$ cat src/design/mbe_pkg.sv
// ----------------------------------------------------------------------------
// mbe_pkg
// Shared constants, register indices and types for the escape-time block.
// ----------------------------------------------------------------------------
package mbe_pkg;

  localparam int COLUMNS     = 1024;
  localparam int ROWS        = 1024;
  localparam int FRAC_BITS   = 28;
  localparam int RADIUS_FRAC = 24;
  localparam int MAG_SHIFT   = 2 * FRAC_BITS - RADIUS_FRAC;

  localparam int COORD_W    = 10;
  localparam int CFG_IDX_W  = 3;
  localparam int CFG_DATA_W = 32;
  localparam int COUNT_W    = 8;
  // pixel offset from the view centre, signed
  localparam int DC_W       = 14;
  // step * offset + centre before the range check
  localparam int C_W        = 47;
  // next z before the range check
  localparam int NZ_W       = 66 - FRAC_BITS;

  localparam logic [CFG_IDX_W-1:0] REG_CENTER_RE        = 3'd0;
  localparam logic [CFG_IDX_W-1:0] REG_CENTER_IM        = 3'd1;
  localparam logic [CFG_IDX_W-1:0] REG_PIXEL_STEP       = 3'd2;
  localparam logic [CFG_IDX_W-1:0] REG_ESCAPE_RADIUS_SQ = 3'd3;
  localparam logic [CFG_IDX_W-1:0] REG_MAX_ITERATIONS   = 3'd4;

  localparam logic [30:0]        PIXEL_STEP_RST = 31'd1048576;
  localparam logic [31:0]        RADIUS_SQ_RST  = 32'd67108864;
  localparam logic [COUNT_W-1:0] MAX_ITER_RST   = 8'd255;

  typedef struct packed {
    logic signed [31:0] center_re;
    logic signed [31:0] center_im;
    logic [30:0]        pixel_step;
    logic [31:0]        escape_radius_sq;
    logic [COUNT_W-1:0] max_iterations;
  } cfg_t;

  // one classified pixel, handed from front to back
  typedef struct packed {
    logic [COORD_W-1:0] col;
    logic [COORD_W-1:0] row;
    logic signed [31:0] cr;
    logic signed [31:0] ci;
    logic               trivial;
  } job_t;

endpackage

$ cat src/design/mbe_queue.sv
// ----------------------------------------------------------------------------
// mbe_queue
// Two-entry queue of classified pixels between front and back.
// ----------------------------------------------------------------------------
module mbe_queue import mbe_pkg::*; (
  input  logic clk,
  input  logic rst,
  input  logic push,
  input  job_t push_job,
  input  logic pop,
  output job_t pop_job,
  output logic full,
  output logic empty
);

  job_t       mem [2];
  logic       wr_ptr;
  logic       rd_ptr;
  logic [1:0] fill;

  assign full    = (fill == 2'd2);
  assign empty   = (fill == 2'd0);
  assign pop_job = mem[rd_ptr];

  always_ff @(posedge clk) begin
    if (push) begin
      mem[wr_ptr] <= push_job;
    end
  end

  always_ff @(posedge clk) begin
    if (rst) begin
      wr_ptr <= 1'b0;
      rd_ptr <= 1'b0;
      fill   <= 2'd0;
    end else begin
      if (push) begin
        wr_ptr <= !wr_ptr;
      end
      if (pop) begin
        rd_ptr <= !rd_ptr;
      end
      if (push && !pop) begin
        fill <= fill + 2'd1;
      end else if (pop && !push) begin
        fill <= fill - 2'd1;
      end
    end
  end

endmodule

$ cat config.mk
export PLATFORM = sky130hd
export DESIGN_NAME = mbe_queue
export DESIGN_NICKNAME = d
export VERILOG_FILES = /design/src/design/mbe_pkg.sv /design/src/design/mbe_queue.sv
export SDC_FILE = /design/constraint.sdc
export NUM_CORES = 1
export LEC_CHECK = 0
export BUFFER_PORTS_ARGS = -buffer_cell sky130_fd_sc_hd__buf_2
export CORE_ASPECT_RATIO = 0.6
export CORE_MARGIN = 2
export CORE_UTILIZATION = 30
export DETAILED_ROUTE_END_ITERATION = 10
export GPL_TIMING_DRIVEN = 1
export PLACE_DENSITY_LB_ADDON = 0.15
export SYNTH_ARGS = -nofsm -noshare
export SYNTH_HDL_FRONTEND = slang
export SYNTH_SLANG_ARGS = --single-unit
$ cat constraint.sdc
create_clock -name clk -period 5.45 [get_ports clk]
set_input_delay 0.8175 -clock clk [delete_from_list [all_inputs] [get_ports clk]]
set_output_delay 0.8175 -clock clk [all_outputs]
set_load 0.03 [all_outputs]
==> reports/metrics.csv <==
stage,metric,value,unit
power,power density over cell area,401.8,nW/um^2
timing,setup_tns,0,ns
worst_setup_path,CP max stage delay,0.79,ns
yosys,Synth top area share,0.8044,
power,Leak,3.033,nW
global_route,GR Util met3,0.05679,
detailed_routing,drc violations,0,
global_route,antenna violations before repair,3,
yosys,post-synthesis sequential area ratio,0.8202,
layout,area grow syn2layout,28.57,%
power,Comb power frac,0.125,
clock_network,Root Buffer,clkbuf_16,
die,Die Wd,191.8,um
timing,period utilisation layout,0.5973,
yosys,Mapped Avg Cell Area,22.19,sq um
worst_setup_path,CP Cell Sequence,buf_4 -> mux2_1 -> buf_2,
yosys,number of flops mapped to enable cells by yosys,170,
clock_network,"CTS clk-pin slew, worst paths",0.06,ns
die,Rows,41,
layout,share of cells above drive strength 1,0.5041,
worst_setup_path,Crit-path slowest cell,dfxtp_4,
worst_setup_path,reg2reg setup slack,3.39,ns
outcome,status,finished clean,
global_route,global-route wire length before repair,19010,um
worst_setup_path,CP required,4.63,ns
global_route,met2 Use GR,0.1661,
worst_setup_path,worst path arrival time,2.44,ns
clock_network,post-CTS setup buffer count,0,
global_route,busiest grt layer,met2,
detailed_routing,Wirelength per Cell,16.63,um
timing,final hold vios,0,
timing,Final min period,3.255,ns
global_route,grt total ovfl,0,
yosys,Synth Register Bits,175,
clock_network,Clock Tree Buf Depth,2,
timing,max_slew headroom,0.5543,
detailed_routing,Via density,4.233,
yosys,Yosys top cell by area,edfxtp_1,
detailed_routing,final WL,12790,um
die,initial core utilization,0.3039,
timing,clock skew,0.006927,ns
layout,final cell count without fillers,769,
global_route,vias in the first global route,3451,
yosys,"top cells by count, synth","edfxtp_1, mux2_1, mux2_2",
power,sequential share of power,0.488,
placed_design,Post-DP HPWL,8448,um
power,Power Total,3.278,mW
global_route,largest net degree at the start of global routing,49,
detailed_routing,drt first pass iters,4,
clock_network,post-CTS sizing,0,
layout,Final Net Count,565,
yosys,Synth cell types,17,
power,Psw,0.8075,mW
yosys,synth warn,0,
power,Int Power,2.471,mW
yosys,Mapped Cells,286,
placed_design,RD Place Congestion,0.7700,
die,area of the core,20880,sq um
clock_network,CTS buffer count,17,
power,clock share of power,0.386,
yosys,Post-Syn Area,6346,sq um
yosys,Async SR Flop Fraction,0,
power,maximum VDD drop,0.0001999,V
yosys,Synth area leaders,"edfxtp_1, mux2_1, mux2_2",
placed_design,placed cells,735,
timing,highest clock rate,0.3072,GHz
yosys,top-count cell post-synth,edfxtp_1,
timing,Slew @ Worst Pin,0.6686,ns
global_route,total track usage,0.1187,
timing,Final setup viols,0,
power,Net Sw Frac,0.2463,
job,number of max-cap violations,0,
worst_setup_path,crit path capture type,primary output,
detailed_routing,initial DRC count,176,
placed_design,PortBufs,175,
min_path,Hold WC Path Type,register to register,
clock_network,Hold Buf Count CTS,0,
worst_setup_path,critical path class,register to primary output,
die,Die Ht,116.7,um
detailed_routing,Vias,3255,
worst_setup_path,Worst Path Buf+Inv,2,
worst_setup_path,"CP delay by family, top",flip-flops,
die,Die Area,22370,sq um
worst_setup_path,CP startpoint kind,register,
worst_setup_path,crit path max fanout,48,
yosys,top_reg_cell synth,edfxtp_1,
clock_network,H-tree depth,4,
timing,worst hold margin,0.5308,ns
clock_network,Worst-Skew Late Latency,0.43,ns
clock_network,Clock Sinks,175,
placed_design,Place WS,2.581,ns
timing,Max Transition Viols Final,0,
timing,Final WS setup,2.195,ns
timing,RSZ-0062 raised after global routing,false,
clock_network,CTS tree,built,
global_route,met1 GRT Util,0.1558,
detailed_routing,antenna-violating nets left,0,
die,io pins,176,
yosys,syn_nets,376,
through the flow:
step             util  instance area [sq um]
6_report       0.3908                   8159
5_1_grt        0.3905                   8154
4_1_cts        0.3905                   8154
3_5_place_dp   0.3609                   7536
3_3_place_gp   0.3609                   7536
2_1_floorplan       -                   6346
tightest hold or removal path, delay by kind of cell, from the launching register on:
kind	cells	cell delay [ns]
xor+xnor	1	0.09
flops	1	0.33
simple gates	1	0.08
kinds of logic after synthesis:
logic type               Yosys count  synth area share
XOR/XNOR                           4          0.005522
adder cells (fa/ha/maj)            1          0.001971
AND/OR/NAND/NOR                    9          0.006902
flip-flops                       175            0.8202
AO/OA/AOI/OAI                      2          0.001576
multiplexers                      85            0.1508
buffers and inverters             10           0.01301
registers in the layout, summed over array words and instances, names as in the netlist, named ones only:
register  cells
fill          2
wr_ptr        1
rd_ptr        1
mem         170
layer usage:
layer / part of all wire / wire (um)
met5: 0.0019 / 24
met2: 0.41 / 5293
met1: 0.46 / 5935
met3: 0.11 / 1370
met4: 0.013 / 164
worst paths after layout:
path	end	depth (start not counted)	start
max	pop_job[62]	3	register
min	rd_ptr$_SDFFE_PP0P_	2	rd_ptr$_SDFFE_PP0P_
max reg2reg	mem[1][1]$_DFFE_PP_	2	wr_ptr$_SDFFE_PP0P_
min reg2reg	rd_ptr$_SDFFE_PP0P_	2	rd_ptr$_SDFFE_PP0P_
area by class of cell:
type | count | area (sq um)
diodes | 2 | 5.005
clock buffers | 17 | 425.4
clock inverters | 15 | 192.7
fillers | 1946 | 12720
inverters | 1 | 3.754
multi-input cells | 101 | 1069
flip-flops and latches | 175 | 5209
well taps | 279 | 349.1
repair buffers | 179 | 905.9
cells in the final DEF (no fill, tap or decap):
master / count
buf_2: 175
edfxtp_1: 170
mux2_1: 50
mux2_2: 35
clkbuf_16: 17
nor2_1: 5
bufinv_16: 4
dfxtp_1: 4
buf_4: 4
clkinv_1: 3
clkinv_4: 3
diode_2: 2
xor2_1: 2
xnor2_1: 2
clkinv_2: 2
inv_6: 2
and2_4: 1
inv_1: 1
nor2b_1: 1
nor2b_4: 1
o21ai_0: 1
or3_1: 1
a21oi_1: 1
ha_1: 1
dfxtp_4: 1
clkinvlp_4: 1
power groups by stage:
stage,clock network [mW],logic (mW),registers (mW)
after floorplan,0,0.289,1.62
after global placement,0,0.412,1.63
after detailed placement,0,0.416,1.63
after CTS,1.30,0.418,1.60
after global routing,1.36,0.440,1.61
final,1.27,0.411,1.60
No activity file was read; power rests on OpenSTA's default activity.
