**src/design/mbe_pkg.sv**
```systemverilog
// ----------------------------------------------------------------------------
// mbe_pkg
// Shared constants, register indices and types for the escape-time block.
// ----------------------------------------------------------------------------
package mbe_pkg;

  localparam int COLUMNS     = 1024;
  localparam int ROWS        = 1024;
  localparam int FRAC_BITS   = 28;
  localparam int RADIUS_FRAC = 24;
  localparam int MAG_SHIFT   = 2 * FRAC_BITS - RADIUS_FRAC;

  localparam int COORD_W    = 10;
  localparam int CFG_IDX_W  = 3;
  localparam int CFG_DATA_W = 32;
  localparam int COUNT_W    = 8;
  // pixel offset from the view centre, signed
  localparam int DC_W       = 14;
  // step * offset + centre before the range check
  localparam int C_W        = 47;
  // next z before the range check
  localparam int NZ_W       = 66 - FRAC_BITS;

  localparam logic [CFG_IDX_W-1:0] REG_CENTER_RE        = 3'd0;
  localparam logic [CFG_IDX_W-1:0] REG_CENTER_IM        = 3'd1;
  localparam logic [CFG_IDX_W-1:0] REG_PIXEL_STEP       = 3'd2;
  localparam logic [CFG_IDX_W-1:0] REG_ESCAPE_RADIUS_SQ = 3'd3;
  localparam logic [CFG_IDX_W-1:0] REG_MAX_ITERATIONS   = 3'd4;

  localparam logic [30:0]        PIXEL_STEP_RST = 31'd1048576;
  localparam logic [31:0]        RADIUS_SQ_RST  = 32'd67108864;
  localparam logic [COUNT_W-1:0] MAX_ITER_RST   = 8'd255;

  typedef struct packed {
    logic signed [31:0] center_re;
    logic signed [31:0] center_im;
    logic [30:0]        pixel_step;
    logic [31:0]        escape_radius_sq;
    logic [COUNT_W-1:0] max_iterations;
  } cfg_t;

  // one classified pixel, handed from front to back
  typedef struct packed {
    logic [COORD_W-1:0] col;
    logic [COORD_W-1:0] row;
    logic signed [31:0] cr;
    logic signed [31:0] ci;
    logic               trivial;
  } job_t;

endpackage

```
**src/design/mbe_front.sv**
```systemverilog
// ----------------------------------------------------------------------------
// mbe_front
// Maps a pixel to its point c and flags pixels whose count is zero outright.
// ----------------------------------------------------------------------------
module mbe_front import mbe_pkg::*; (
  input  cfg_t               cfg,
  input  logic [COORD_W-1:0] col,
  input  logic [COORD_W-1:0] row,
  output job_t               job
);

  logic signed [DC_W-1:0] dc;
  logic signed [DC_W-1:0] dr;
  logic signed [C_W-2:0]  pr_re;
  logic signed [C_W-2:0]  pr_im;
  logic signed [C_W-1:0]  cr_w;
  logic signed [C_W-1:0]  ci_w;
  logic                   cr_ok;
  logic                   ci_ok;

  always_comb begin
    dc    = $signed(DC_W'(col)) - $signed(DC_W'(COLUMNS / 2));
    dr    = $signed(DC_W'(ROWS / 2)) - $signed(DC_W'(row));
    pr_re = $signed({1'b0, cfg.pixel_step}) * dc;
    pr_im = $signed({1'b0, cfg.pixel_step}) * dr;
    cr_w  = $signed({pr_re[C_W-2], pr_re})
          + $signed({{(C_W-32){cfg.center_re[31]}}, cfg.center_re});
    ci_w  = $signed({pr_im[C_W-2], pr_im})
          + $signed({{(C_W-32){cfg.center_im[31]}}, cfg.center_im});
    cr_ok = (&cr_w[C_W-1:31]) || !(|cr_w[C_W-1:31]);
    ci_ok = (&ci_w[C_W-1:31]) || !(|ci_w[C_W-1:31]);

    job.col     = col;
    job.row     = row;
    job.cr      = cr_w[31:0];
    job.ci      = ci_w[31:0];
    job.trivial = !cr_ok || !ci_ok || (cfg.max_iterations == '0);
  end

endmodule

```
**config.mk**
```make
export PLATFORM = sky130hd
export DESIGN_NAME = mbe_front
export DESIGN_NICKNAME = d
export VERILOG_FILES = /design/src/design/mbe_pkg.sv /design/src/design/mbe_front.sv
export SDC_FILE = /design/constraint.sdc
export NUM_CORES = 2
export LEC_CHECK = 0
export BUFFER_PORTS_ARGS = -buffer_cell sky130_fd_sc_hd__buf_2
export CAP_MARGIN = 5
export CORE_AREA = 10 10 237 239
export DETAILED_ROUTE_END_ITERATION = 6
export DIE_AREA = 0 0 247 249
export GPL_TIMING_DRIVEN = 0
export PLACE_DENSITY = 0.79
export SYNTH_ARGS = -nofsm -noshare
export SYNTH_HDL_FRONTEND = slang
export SYNTH_SLANG_ARGS = --single-unit
```
**constraint.sdc**
```tcl
create_clock -name vclk -period 9.6
set_input_delay 0 -clock vclk [all_inputs]
set_output_delay 0 -clock vclk [all_outputs]
set_load 0.02 [all_outputs]
```
==> summary.md <==
| Metric | Value |
|---|---|
| Congestion Overflow GR | 0 |
| Initial antenna violation count | 15 |
| Max-slew violation count | 0 |
| Reported max-cap violation count | 0 |
| Top cell type's share of synthesized area | 47.74% |
| Final setup vio count | 0 |
| Vias in the first global route | around 22000 |
| Final wirelength | between 60000 and 70000 um |
| Xor and xnor area share after synthesis | under 10% |
| All-Layer GR Usage | between 20% and 30% |
| Worst Setup Start Kind | input port |
| Die Ht | 249 um |
| Initial Util | a little under 50% |
| Worst-path maximum fanout | 10 |
| Top-count cell post-synth | inv_1 |
| Final Hold Viols | 0 |
| Post-Layout Inst Area | approximately 27000 um2 |
| DIE AREA | ~62000 um2 |
| RSZ-0062 raised after global routing | no |
| Largest family of logic cells by synthesized area | adder cells |
| Via count | roughly 21000 |
| Final HPWL from detailed placement | just over 60000 um |
| Mux share of post-synthesis cell area | less than 1% |
| Simple-gate share of the synthesized area | between 10% and 20% |
| Distinct cell type count after synthesis | 80 |
| Routability congestion estimate | between 0.9 and 1 |
| Tmin final | roughly 9 ns |
| Main area contributors after synthesis | fa_1, inv_1, ha_1 |
| Chip width | approximately 250 um |
| Metal2 WL | 33360 um |
| Area delta synth->final | 7.634% |
| Layout Nets | between 4000 and 5000 |
| Worst slew pin tran | about 0.91 ns |
| Worst slew margin | ~39% |
| Seq_cells | 0 |
| First-pass GRT wire length | between 100000 and 150000 um |
| M1 WL | ~26000 um |
| CORE AREA | slightly above 50000 um2 |
| Uppermost layer routed | met5 |
| Top post-synthesis cells by count | inv_1, fa_1, nand2_1 |
| Critical Path RT | roughly 9.6 ns |
| Pin count of the biggest net entering global routing | 11 |
| Fmax | roughly 0.11 GHz |
| DRT iter0 DRCs | between 1500 and 2000 |
| Wire per inst | between 15 and 20 um |
| Filler Cell Count | around 4700 |
| Detail Route Antenna Nets | 0 |
| Synth Instances | approximately 3000 |
| Crit Path Class | input port to output port |
| Hold EP | job[65] |
| Worst hold path class | input port to output port |
| Final Cycle Share | 94.86% |
| Row cnt | between 80 and 90 |
| Synth warnings | 0 |
| Synthesized cell area | about 25000 um2 |
| Crit path DAT | slightly above 9 ns |
| Synthesized area per cell | ~8.4 um2 |
| 1st-pass router iterations | 6 |
| Hold wc startpoint | row[0] |
| Hold depth | 2 |
| I/O Buffers | 207 |
| Post-synth top area cell | fa_1 |
| Placed instance area | 27360 um2 |
| Synthesized Nets | ~4000 |
| Register Area | 0 um2 |
| DRC violations left | 0 |
| Sequential fraction of the synthesis area | 0% |
| Clock buf count | 0 |
| Met3 wire length | approximately 8500 um |
| Post-synthesis adder-cell area fraction | between 50% and 60% |
| Share of cells above drive strength 1 | approximately a tenth |
| Status | completed |
| Via density | around 5.3 |
| Synth Area in Compound Gates | under 10% |
| # IOs | between 200 and 250 |
| Nature of the critical path endpoint | output port |
critical path, cell delays in order:
cell,delay (ns)
clkbuf_1,0.24
nor3_1,0.63
nand2_1,0.21
or2_2,0.41
nor4_1,0.25
xor2_1,0.40
clkbuf_1,0.60
and2_1,0.24
fa_1,0.46
fa_1,0.53
fa_1,0.46
fa_1,0.51
inv_1,0.05
fa_1,0.47
inv_1,0.04
ha_1,0.37
a21oi_1,0.30
o21ai_0,0.14
o2111ai_1,0.41
a21oi_1,0.24
o311ai_1,0.36
a21boi_1,0.17
a221oi_2,0.29
xnor2_1,0.11
or3_1,0.34
nor4_1,0.48
o22ai_1,0.17
buf_2,0.20
cell families (layout without fill, tap and decap cells):
logic type | count (synthesis) | in the layout
compound gates | 261 | 261
xor+xnor | 79 | 79
fa+ha+maj | 826 | 826
buf+inv | 954 | 1162
mux | 3 | 3
other cells | 0 | 7
simple gates | 907 | 907
through the flow:
stage	hold slack [ns]	utilization, %	setup slack, ns	TNS [ns]	instances
6_report	0.2224	53.51	0.4938	0	3925
5_1_grt	0.2323	53.48	0.06366	0	3918
4_1_cts	0.2242	53.43	0.1601	0	3918
3_5_place_dp	0.2242	53.43	0.1820	0	3918
3_3_place_gp	0.2224	53.40	-0.5131	-0.5131	3917
2_1_floorplan	0.1126	-	2.664	0	3030
timing repair:
item | CTS | global route
hold endpoints to repair | 0 | 0
setup endpoints to repair | 0 | 1
gates resized for setup | 0 | 18
buffers inserted | 0 | 0
hold buffers | 0 | 0
layout by cell type, fill, tap and decap left out, types with 3 or more instances in the layout:
cell type  count
inv_1        790
fa_1         607
nand2_1      443
and2_1       219
ha_1         219
buf_2        207
clkbuf_1     130
nor2_1        89
a21oi_1       84
xnor2_1       45
o21ai_0       44
a21o_1        36
xor2_1        33
or2_2         31
nand3_1       23
buf_4         21
nor3_1        19
nor2b_1       17
nand4_1       12
o21a_1        11
o21bai_1      11
nand2b_1      10
nor4_1        10
a211oi_1      10
o211ai_1      10
clkbuf_2       8
diode_2        7
and3_1         6
o2111ai_1      5
or3_1          5
a311oi_1       3
a31oi_1        3
a21boi_0       3
o31ai_1        3
o41ai_1        3
o311ai_0       3
final cells by class:
type	count	area, um2	share of cell area [%]
Buffer	164	749.5	2.736
Antenna cell	7	17.52	0.06394
Timing Repair Buffer	208	1044	3.809
Multi-Input combinational cell	2076	21770	79.46
Tap cell	680	850.8	3.105
Inverter	790	2965	10.82
per-layer routing:
layer / vias up / GRT usage [%]
met2: 906 / 39.12
li1: 9324 / -
met1: 10460 / 28.12
met4: 20 / 5.050
met5: - / 0
met3: 156 / 7.112
worst max path at each step:
stage / from / to / slack [ns]
6_report: row[0] / job[0] / 0.49
3_5_place_dp: row[0] / job[0] / 0.18
4_1_cts: row[0] / job[0] / 0.16
5_1_grt: row[0] / job[0] / 0.06
3_3_place_gp: row[0] / job[0] / -0.51
2_1_floorplan: row[0] / job[0] / 2.66
Power is left out: the tool's default activity adds up to more than one toggle a clock period on the data nets, which glitch-free logic cannot reach.
